### config.mk
export PLATFORM = sky130hd
export DESIGN_NAME = adc_frame_deframer_crc_check_flat
export DESIGN_NICKNAME = d
export VERILOG_FILES = /design/src/hw/rtl/afd_pkg.sv /design/src/hw/rtl/afd_if.sv /design/src/hw/rtl/afd_frame_mem.sv /design/src/hw/rtl/afd_ingest.sv /design/src/hw/rtl/afd_emit.sv /design/src/hw/rtl/adc_frame_deframer_crc_check.sv /design/src/flat_wrapper.sv
export VERILOG_INCLUDE_DIRS = /design/src /design/src/hw/rtl
export SDC_FILE = /design/constraint.sdc
export NUM_CORES = 1
export LEC_CHECK = 0
export ABC_AREA = 1
export BUFFER_PORTS_ARGS = -buffer_cell sky130_fd_sc_hd__clkbuf_2
export CAP_MARGIN = 10
export CORE_UTILIZATION = 55
export DETAILED_ROUTE_END_ITERATION = 7
export GPL_TIMING_DRIVEN = 0
export PLACE_DENSITY = 0.78
export SLEW_MARGIN = 30
export SYNTH_ARGS = -nofsm -noshare
export SYNTH_HDL_FRONTEND = slang
export SYNTH_HIERARCHICAL = 1
export SYNTH_SLANG_ARGS = --single-unit
export TNS_END_PERCENT = 50
### constraint.sdc
create_clock -name clk -period 9.3 [get_ports clk]
set_input_delay 0.93 -clock clk [delete_from_list [all_inputs] [get_ports clk]]
set_output_delay 0.93 -clock clk [all_outputs]
set_load 0.02 [all_outputs]
### src/hw/rtl/adc_frame_deframer_crc_check_assert.svh
// assertion macros shared by the deframer modules
// each expects clk and rst_n in scope
`ifndef ADC_FRAME_DEFRAMER_CRC_CHECK_ASSERT_SVH
`define ADC_FRAME_DEFRAMER_CRC_CHECK_ASSERT_SVH

// condition must never hold
`define AFD_NEVER(lbl, cond, msg) \
    lbl: assert property (@(posedge clk) disable iff (!rst_n) !(cond)) \
        else $error(msg);

// consequent in the same cycle
`define AFD_IMPLIES(lbl, ante, cons, msg) \
    lbl: assert property (@(posedge clk) disable iff (!rst_n) (ante) |-> (cons)) \
        else $error(msg);

// consequent in the following cycle
`define AFD_NEXT(lbl, ante, cons, msg) \
    lbl: assert property (@(posedge clk) disable iff (!rst_n) (ante) |=> (cons)) \
        else $error(msg);

`endif

### src/hw/rtl/afd_pkg.sv
`default_nettype none

package afd_pkg;

    // frame geometry
    localparam int FRAME_WORDS = 18;
    localparam int CHANNELS    = 16;
    localparam int SAMPLE_BITS = 16;
    localparam int STORE_DEPTH = 16;

    localparam int WORD_W   = 32;
    localparam int SAMPLE_W = 16;
    localparam int CHAN_W   = 4;
    localparam int VOLT_W   = 17;
    localparam int POS_W    = 5;
    localparam int ADDR_W   = 4;
    localparam int ENTRY_W  = SAMPLE_W + 1;

    // configuration register indexes
    localparam int REG_IDX_W  = 3;
    localparam int CFG_DATA_W = 64;
    localparam logic [REG_IDX_W-1:0] REG_HEADER  = 3'd0;
    localparam logic [REG_IDX_W-1:0] REG_TRAILER = 3'd1;
    localparam logic [REG_IDX_W-1:0] REG_POLY    = 3'd2;
    localparam logic [REG_IDX_W-1:0] REG_ORDER   = 3'd3;
    localparam logic [REG_IDX_W-1:0] REG_RADIUS  = 3'd4;

    // register reset values
    localparam logic [31:0] HEADER_RST  = 32'h0000_0000;
    localparam logic [31:0] TRAILER_RST = 32'h0000_0000;
    localparam logic [7:0]  POLY_RST    = 8'h9B;
    localparam logic [63:0] ORDER_RST   = 64'hFEDC_BA98_7654_3210;
    localparam logic [15:0] RADIUS_RST  = 16'd10000;

    // frame store write port
    typedef struct packed {
        logic               en;
        logic [ADDR_W-1:0]  addr;
        logic [ENTRY_W-1:0] data;
    } mem_wr_t;

    // frame store read port
    typedef struct packed {
        logic              en;
        logic [ADDR_W-1:0] addr;
    } mem_rd_t;

    // no-init crc8, msb first
    function automatic logic [7:0] crc8_byte(input logic [7:0] b, input logic [7:0] poly);
        logic [7:0] c;
        c = b;
        for (int i = 0; i < 8; i++)
        begin
            if (c[7])
                c = {c[6:0], 1'b0} ^ poly;
            else
                c = {c[6:0], 1'b0};
        end
        return c;
    endfunction

endpackage

`default_nettype wire

### src/hw/rtl/afd_if.sv
`default_nettype none

// stream word channel
interface afd_word_if;
    import afd_pkg::*;
    logic              valid;
    logic              ready;
    logic [WORD_W-1:0] word;

    modport source (output valid, output word, input ready);
    modport sink   (input valid, input word, output ready);
endinterface

// per-channel result channel
interface afd_result_if;
    import afd_pkg::*;
    logic                     valid;
    logic                     ready;
    logic [CHAN_W-1:0]        channel;
    logic signed [VOLT_W-1:0] voltage;
    logic                     crc_ok;
    logic                     last;

    modport source (output valid, output channel, output voltage, output crc_ok,
                    output last, input ready);
    modport sink   (input valid, input channel, input voltage, input crc_ok,
                    input last, output ready);
endinterface

`default_nettype wire

### src/hw/rtl/afd_frame_mem.sv
`default_nettype none

module afd_frame_mem
    import afd_pkg::*;
(
    input  wire                 clk,
    input  mem_wr_t             wr,
    input  mem_rd_t             rd,
    output logic [ENTRY_W-1:0]  rd_data
);

    // {sample, crc ok} per data slot
    logic [ENTRY_W-1:0] mem [STORE_DEPTH];

    always_ff @(posedge clk)
    begin
        if (wr.en)
            mem[wr.addr] <= wr.data;
    end

    always_ff @(posedge clk)
    begin
        if (rd.en)
            rd_data <= mem[rd.addr];
    end

endmodule

`default_nettype wire

### src/hw/rtl/afd_ingest.sv
`default_nettype none

module afd_ingest
    import afd_pkg::*;
(
    input  wire              clk,
    input  wire              rst_n,
    afd_word_if.sink         stream,
    input  wire [31:0]       header_word,
    input  wire [31:0]       trailer_word,
    input  wire [7:0]        crc_polynomial,
    input  wire              busy,
    output mem_wr_t          mem_wr,
    output logic             start
);

    `include "adc_frame_deframer_crc_check_assert.svh"

    localparam logic [POS_W-1:0] TRAILER_POS = POS_W'(FRAME_WORDS - 1);
    localparam logic [POS_W-1:0] DEPTH_POS   = POS_W'(STORE_DEPTH);

    logic             in_frame_reg, in_frame_next;
    logic [POS_W-1:0] pos_reg, pos_next;
    logic             accept;
    logic [POS_W-1:0] slot;
    logic [SAMPLE_W-1:0] sample;
    logic             crc_match;

    assign stream.ready = !busy;
    assign accept       = stream.valid && !busy;

    assign sample    = stream.word[31:16];
    assign slot      = pos_reg - POS_W'(1);
    assign crc_match = (crc8_byte(sample[15:8], crc_polynomial) == stream.word[15:8]) &&
                       (crc8_byte(sample[7:0], crc_polynomial) == stream.word[7:0]);

    always_comb
    begin
        in_frame_next = in_frame_reg;
        pos_next      = pos_reg;
        mem_wr.en     = 1'b0;
        mem_wr.addr   = slot[ADDR_W-1:0];
        mem_wr.data   = {sample, crc_match};
        start         = 1'b0;
        if (accept)
        begin
            if (!in_frame_reg)
            begin
                // hunting
                if (stream.word == header_word)
                begin
                    in_frame_next = 1'b1;
                    pos_next      = POS_W'(1);
                end
            end
            else if (pos_reg < TRAILER_POS)
            begin
                mem_wr.en = (slot < DEPTH_POS);
                pos_next  = pos_reg + POS_W'(1);
            end
            else
            begin
                // trailer slot: emit on match, back to hunting either way
                start         = (stream.word == trailer_word);
                in_frame_next = 1'b0;
                pos_next      = '0;
            end
        end
    end

    always_ff @(posedge clk or negedge rst_n)
    begin
        if (!rst_n)
        begin
            in_frame_reg <= 1'b0;
            pos_reg      <= '0;
        end
        else
        begin
            in_frame_reg <= in_frame_next;
            pos_reg      <= pos_next;
        end
    end

    `AFD_IMPLIES(a_wr_in_frame, mem_wr.en, in_frame_reg && accept, "store write outside a frame")
    `AFD_NEXT(a_start_blocks, start, !stream.ready, "input not held off after trailer")

endmodule

`default_nettype wire

### src/hw/rtl/afd_emit.sv
`default_nettype none

module afd_emit
    import afd_pkg::*;
(
    input  wire                  clk,
    input  wire                  rst_n,
    input  wire                  start,
    input  wire [63:0]           channel_order,
    input  wire [15:0]           range_radius,
    input  wire [ENTRY_W-1:0]    rd_data,
    output mem_rd_t              mem_rd,
    output logic                 busy,
    afd_result_if.source         result
);

    `include "adc_frame_deframer_crc_check_assert.svh"

    localparam logic [1:0] ST_IDLE = 2'd0;
    localparam logic [1:0] ST_READ = 2'd1;
    localparam logic [1:0] ST_MUL  = 2'd2;
    localparam logic [1:0] ST_OUT  = 2'd3;

    localparam int PROD_W = 2 * VOLT_W - 1;
    localparam logic [CHAN_W-1:0]        LAST_CHAN = CHAN_W'(CHANNELS - 1);
    localparam logic signed [PROD_W-1:0] VMAX      = PROD_W'(65535);
    localparam logic signed [PROD_W-1:0] VMIN      = -PROD_W'(65535);

    logic [1:0]               state_reg, state_next;
    logic [CHAN_W-1:0]        chan_reg, chan_next;
    logic signed [PROD_W-1:0] prod_reg, prod_next;
    logic                     ok_reg, ok_next;

    logic                     out_valid_reg, out_valid_next;
    logic [CHAN_W-1:0]        out_chan_reg, out_chan_next;
    logic signed [VOLT_W-1:0] out_volt_reg, out_volt_next;
    logic                     out_ok_reg, out_ok_next;
    logic                     out_last_reg, out_last_next;

    logic signed [VOLT_W-1:0] sample_s;
    logic signed [VOLT_W-1:0] radius_s;
    logic signed [PROD_W-1:0] scaled;
    logic signed [VOLT_W-1:0] volt;
    logic                     out_free;

    assign sample_s = {rd_data[ENTRY_W-1], rd_data[ENTRY_W-1:1]};
    assign radius_s = {1'b0, range_radius};
    assign scaled   = prod_reg >>> (SAMPLE_BITS - 1);

    // floor division by the shift, then clamp; range_radius when the crc failed
    always_comb
    begin
        if (!ok_reg)
            volt = {1'b0, range_radius};
        else if (scaled > VMAX)
            volt = VMAX[VOLT_W-1:0];
        else if (scaled < VMIN)
            volt = VMIN[VOLT_W-1:0];
        else
            volt = scaled[VOLT_W-1:0];
    end

    assign out_free = !out_valid_reg || result.ready;
    assign busy     = (state_reg != ST_IDLE);

    always_comb
    begin
        state_next     = state_reg;
        chan_next      = chan_reg;
        prod_next      = prod_reg;
        ok_next        = ok_reg;
        out_valid_next = out_valid_reg && !result.ready;
        out_chan_next  = out_chan_reg;
        out_volt_next  = out_volt_reg;
        out_ok_next    = out_ok_reg;
        out_last_next  = out_last_reg;
        mem_rd.en      = 1'b0;
        mem_rd.addr    = channel_order[{chan_reg, 2'b00} +: ADDR_W];
        case (state_reg)
            ST_IDLE:
            begin
                if (start)
                begin
                    chan_next  = '0;
                    state_next = ST_READ;
                end
            end
            ST_READ:
            begin
                mem_rd.en  = 1'b1;
                state_next = ST_MUL;
            end
            ST_MUL:
            begin
                prod_next  = PROD_W'(sample_s) * PROD_W'(radius_s);
                ok_next    = rd_data[0];
                state_next = ST_OUT;
            end
            ST_OUT:
            begin
                if (out_free)
                begin
                    out_valid_next = 1'b1;
                    out_chan_next  = chan_reg;
                    out_volt_next  = volt;
                    out_ok_next    = ok_reg;
                    out_last_next  = (chan_reg == LAST_CHAN);
                    if (chan_reg == LAST_CHAN)
                        state_next = ST_IDLE;
                    else
                    begin
                        chan_next  = chan_reg + CHAN_W'(1);
                        state_next = ST_READ;
                    end
                end
            end
            default:
            begin
                state_next = ST_IDLE;
            end
        endcase
    end

    always_ff @(posedge clk or negedge rst_n)
    begin
        if (!rst_n)
        begin
            state_reg     <= ST_IDLE;
            chan_reg      <= '0;
            out_valid_reg <= 1'b0;
        end
        else
        begin
            state_reg     <= state_next;
            chan_reg      <= chan_next;
            out_valid_reg <= out_valid_next;
        end
    end

    always_ff @(posedge clk)
    begin
        prod_reg     <= prod_next;
        ok_reg       <= ok_next;
        out_chan_reg <= out_chan_next;
        out_volt_reg <= out_volt_next;
        out_ok_reg   <= out_ok_next;
        out_last_reg <= out_last_next;
    end

    assign result.valid   = out_valid_reg;
    assign result.channel = out_chan_reg;
    assign result.voltage = out_volt_reg;
    assign result.crc_ok  = out_ok_reg;
    assign result.last    = out_last_reg;

    `AFD_NEVER(a_start_busy, start && busy, "frame start while still emitting")
    `AFD_IMPLIES(a_mul_after_read, state_reg == ST_MUL, $past(mem_rd.en), "multiply without read")
    `AFD_IMPLIES(a_last_chan, result.valid && result.last, result.channel == LAST_CHAN,
        "last flag on wrong channel")

endmodule

`default_nettype wire

### src/hw/rtl/adc_frame_deframer_crc_check.sv
// adc frame deframer with per-byte crc8 check. stream words come in on the stream
// channel; the block hunts for header_word, stores the data words of the frame
// ({sample, crc ok} per slot) in a 16-entry frame memory, and when the trailer
// slot matches trailer_word it emits one result per channel in channel_order,
// scaled as floor(sample * range_radius / 2^15) millivolts, or range_radius when
// a crc byte failed. rate: while collecting, one word is taken every cycle. after
// a matching trailer the input is held off while the results are produced by a
// sequencer on the single read port of the frame memory: each result is read,
// multiplied, then scaled and loaded into the output register, and the sequencer
// waits whenever the result side stalls. the last result may still wait in the
// output register while the next frame is taken in. configuration is written
// through cfg_wr_en, cfg_index, cfg_data; the user writes it only while idle, the block does not check.
`default_nettype none

module adc_frame_deframer_crc_check
    import afd_pkg::*;
(
    input  wire                   clk,
    input  wire                   rst_n,
    input  wire                   cfg_wr_en,
    input  wire [REG_IDX_W-1:0]   cfg_index,
    input  wire [CFG_DATA_W-1:0]  cfg_data,
    afd_word_if.sink              stream,
    afd_result_if.source          result
);

    `include "adc_frame_deframer_crc_check_assert.svh"

    // configuration registers
    logic [31:0] header_reg;
    logic [31:0] trailer_reg;
    logic [7:0]  poly_reg;
    logic [63:0] order_reg;
    logic [15:0] radius_reg;

    // between ingest, frame memory and emitter
    mem_wr_t             mem_wr;
    mem_rd_t             mem_rd;
    logic [ENTRY_W-1:0]  rd_data;
    logic                start;
    logic                busy;

    // register writes; unknown indexes are ignored
    always_ff @(posedge clk or negedge rst_n)
    begin
        if (!rst_n)
        begin
            header_reg  <= HEADER_RST;
            trailer_reg <= TRAILER_RST;
            poly_reg    <= POLY_RST;
            order_reg   <= ORDER_RST;
            radius_reg  <= RADIUS_RST;
        end
        else if (cfg_wr_en)
        begin
            case (cfg_index)
                REG_HEADER:  header_reg  <= cfg_data[31:0];
                REG_TRAILER: trailer_reg <= cfg_data[31:0];
                REG_POLY:    poly_reg    <= cfg_data[7:0];
                REG_ORDER:   order_reg   <= cfg_data;
                REG_RADIUS:  radius_reg  <= cfg_data[15:0];
                default:     ;
            endcase
        end
    end

    // header hunt, crc check and store writes
    afd_ingest u_ingest (
        .clk            (clk),
        .rst_n          (rst_n),
        .stream         (stream),
        .header_word    (header_reg),
        .trailer_word   (trailer_reg),
        .crc_polynomial (poly_reg),
        .busy           (busy),
        .mem_wr         (mem_wr),
        .start          (start)
    );

    // frame memory, one write and one registered read port
    afd_frame_mem u_mem (
        .clk     (clk),
        .wr      (mem_wr),
        .rd      (mem_rd),
        .rd_data (rd_data)
    );

    // per-channel read, scale and output register
    afd_emit u_emit (
        .clk           (clk),
        .rst_n         (rst_n),
        .start         (start),
        .channel_order (order_reg),
        .range_radius  (radius_reg),
        .rd_data       (rd_data),
        .mem_rd        (mem_rd),
        .busy          (busy),
        .result        (result)
    );

    // the input is held off while reading, so writes and reads never collide
    `AFD_NEVER(a_no_rw_overlap, mem_wr.en && mem_rd.en, "frame memory write during emit read")

endmodule

`default_nettype wire

### src/flat_wrapper.sv
// flat-port wrapper written by rule: the top's interface ports become plain ports
module adc_frame_deframer_crc_check_flat import afd_pkg::*;
  (clk, rst_n, cfg_wr_en, cfg_index, cfg_data, stream_valid, stream_word, stream_ready, result_valid, result_channel, result_voltage, result_crc_ok, result_last, result_ready);
  afd_word_if stream_i ();
  afd_result_if result_i ();
  input  wire clk;
  input  wire rst_n;
  input  wire cfg_wr_en;
  input  wire [REG_IDX_W-1:0] cfg_index;
  input  wire [CFG_DATA_W-1:0] cfg_data;
  input wire logic [$bits(stream_i.valid)-1:0] stream_valid;
  input wire logic [$bits(stream_i.word)-1:0] stream_word;
  output wire logic [$bits(stream_i.ready)-1:0] stream_ready;
  output wire logic [$bits(result_i.valid)-1:0] result_valid;
  output wire logic [$bits(result_i.channel)-1:0] result_channel;
  output wire logic [$bits(result_i.voltage)-1:0] result_voltage;
  output wire logic [$bits(result_i.crc_ok)-1:0] result_crc_ok;
  output wire logic [$bits(result_i.last)-1:0] result_last;
  input wire logic [$bits(result_i.ready)-1:0] result_ready;
  assign stream_i.valid = stream_valid;
  assign stream_i.word = stream_word;
  assign stream_ready = stream_i.ready;
  assign result_valid = result_i.valid;
  assign result_channel = result_i.channel;
  assign result_voltage = result_i.voltage;
  assign result_crc_ok = result_i.crc_ok;
  assign result_last = result_i.last;
  assign result_i.ready = result_ready;
  adc_frame_deframer_crc_check u_core (.clk(clk), .rst_n(rst_n), .cfg_wr_en(cfg_wr_en), .cfg_index(cfg_index), .cfg_data(cfg_data), .stream(stream_i), .result(result_i));
endmodule
==> results.md <==
* Vias/cell at 5.604
* First-pass GRT wire length at 152.8 mm
* Syn Inst Count at 4159
* Top post-synthesis cells by area: edfxtp_1, nand2_1, fa_1, dfrtp_1, inv_1
* Largest register FFs at 272
* Clk Latency, worst-skew pair at 0.61 ns
* EDFF count, synth at 331
* Number of buffers inserted by hold repair at cts at 0
* Hold Vio Cnt, Final at 0
* Post-route ant nets at 0
* Area added between synthesis and finish at 10.33%
* Yosys top cell area share at 0.2915
* Status: completed
* Port Buf Inserts at 127
* Synth Register Bits at 496
* Drt initial violations at 3033
* FP Rows at 90
* Total gr overflow at 0
* R2r startpoint: u_core/radius_reg[4]$_DFFE_PN1P_
* Starting Density at 0.5608
* Post-synthesis cell area at 34100 um^2
* Pin count of the biggest net entering global routing at 67
* Startpoint Class: flop
* Height of the die at 251.0 um
* DRT Pass-1 Iters at 6
* Io pins at 129
* Wire per inst at 19.16 um
* H-tree levels at 2
* Cell variety after synth at 48
* Nets at 4771
* Layout cells sized above 1 at 0.1065
* Post-DP HPWL at 72.34 mm
* Die W at 251.0 um
* Pre-CTS setup slack at 2.415 ns
* Sink Count at 496
* Worst Path Arrival at 7.34 ns
* Reg clk slew, reported paths at 0.06 ns
* Biggest area consumer among synthesized cells: edfxtp_1
* Crit Path Class: reg -> reg
* Core Region at 60810 um^2
* Clock tree buffer depth at 3
* Setup Skew at 0.04533 ns
* Routed WL at 99.03 mm
* Max Freq at 142.5 MHz
* Min Tclk post-route at 7.018 ns
* CP Capture Type: flop
* DIE AREA at 63000 um^2
* Seq/Total Area, Yosys at 0.4141
* TritonCTS Buffers at 48
* Vias in the first global route at 28100
* Vias at 28970
* Final Util at 0.6188
* Top_reg_cell synth: edfxtp_1
* CTS tree: done
* RSZ-0062 raised after global routing: false
* Worst hold path class: in -> async
* Syn_area_per_cell at 8.200 um^2
* Worst slew pin tran at 0.8931 ns
* Setup bufs post-CTS at 0
* Final TNS setup at 0 ns
* Fill count at 5126
* Root buffer cell: clkbuf_16
* Max_cap viols at 0
* Relative slew slack at 0.4046
* Cts repair resizes at 0
* Async set-or-reset flop fraction in the synthesized netlist at 0.3327
* GP Congestion at 0.9906
* Final period utilization at 0.7547
* Commonest non-fill, non-tap cell in the layout: nand2_1
* CP required at 9.62 ns
* GRT Total Usage at 0.3162
* Final hold slack at 0.2566 ns
* Post-route DRC at 0
* Final setup margin at 2.282 ns
* Crit. Startpoint: u_core/radius_reg[4]$_DFFE_PN1P_
* Initial antenna violation count at 2
* Yosys synthesis warning count at 6
* Commonest non-fill, non-tap cells in the layout: nand2_1, inv_1, nand3_1
* Syn_nets at 4583
* Setup violations, final at 0
* Crit-path max FO at 10
* Final Slew Violations at 0
-- final timing paths --
path                                                              to  slack (ns)  cells past startpoint
worst max-delay path            u_core/u_emit/prod_reg[28]$_DFFE_PN_        2.28                     20
worst min-delay path              u_core/trailer_reg[12]$_DFFE_PN0P_        0.26                      1
worst max register to register  u_core/u_emit/prod_reg[28]$_DFFE_PN_        2.28                     20
worst min register to register        u_core/u_emit/ok_reg$_DFFE_PN_        0.43                      0
max in group asynchronous           u_core/order_reg[35]$_DFFE_PN1P_        8.06                      3
min in group clk                      u_core/u_emit/ok_reg$_DFFE_PN_        0.43                      0
-- worst max-delay path: stages (launching register included) --
cell      delay, ns
dfstp_2        0.53
clkbuf_1       0.62
clkbuf_1       0.63
nor2_1         0.16
fa_1           0.55
fa_1           0.53
fa_1           0.54
fa_1           0.52
fa_1           0.57
inv_1          0.06
fa_1           0.53
inv_1          0.04
ha_1           0.36
a21oi_1        0.23
o21ai_0        0.20
a21oi_1        0.27
nor2_1         0.11
nor2_1         0.15
nand2_1        0.07
nand2_1        0.05
nand2_1        0.05
-- routing by layer --
metal  wire [um]  vias up  GRT usage
met5          17        -          0
li1            -    13290          -
met2       45830     1648     0.5099
met4        4935        2     0.1540
met3       10280      270    0.05923
met1       37970    13770     0.4118
-- cells in the mapped netlist (11+ instances only) --
master / instances
nand2_1: 1451
inv_1: 679
nand3_1: 439
edfxtp_1: 331
fa_1: 193
nor2_1: 156
ha_1: 127
dfrtp_1: 123
clkbuf_1: 100
o21ai_0: 70
buf_2: 65
a21oi_1: 60
dfstp_2: 42
xor2_1: 41
or2_2: 33
xnor2_1: 32
buf_4: 29
nand4_1: 28
nand2_2: 20
o22ai_1: 17
nor4_1: 13
nor3_1: 12
buf_1: 11
nand3b_1: 11
-- through the flow --
| step | cell area, um^2 | cells |
|---|---|---|
| 2_1_floorplan | 34100 | 4159 |
| 3_3_place_gp | 35720 | 5068 |
| 6_report | 37630 | 5170 |
| 3_5_place_dp | 36010 | 5079 |
| 4_1_cts | 37620 | 5168 |
| 5_1_grt | 37620 | 5168 |
-- logic make-up after synthesis --
family | synth area share
and+or+nand+nor | 0.2702
buffers and inverters | 0.1079
DFF | 0.4141
AOI/OAI and AO/OA | 0.02829
xor gates and xnor gates | 0.01970
adders and majority gates | 0.1599
-- cell type report --
cell class                      instances  area (um^2)  area share
Clock inverter                         23        229.0    0.006085
Buffer                                216         1081     0.02873
Multi-Input combinational cell       2755        16400      0.4360
Tap cell                              782        978.4     0.02600
Clock buffer                           66         1381     0.03671
Timing Repair Buffer                  138        828.3     0.02201
Sequential cell                       496        14120      0.3753
Inverter                              692         2597     0.06903
Antenna cell                            2        5.005   0.0001330
Power is left out: the tool's default activity adds up to more than one toggle a clock period on the data nets, which glitch-free logic cannot reach.
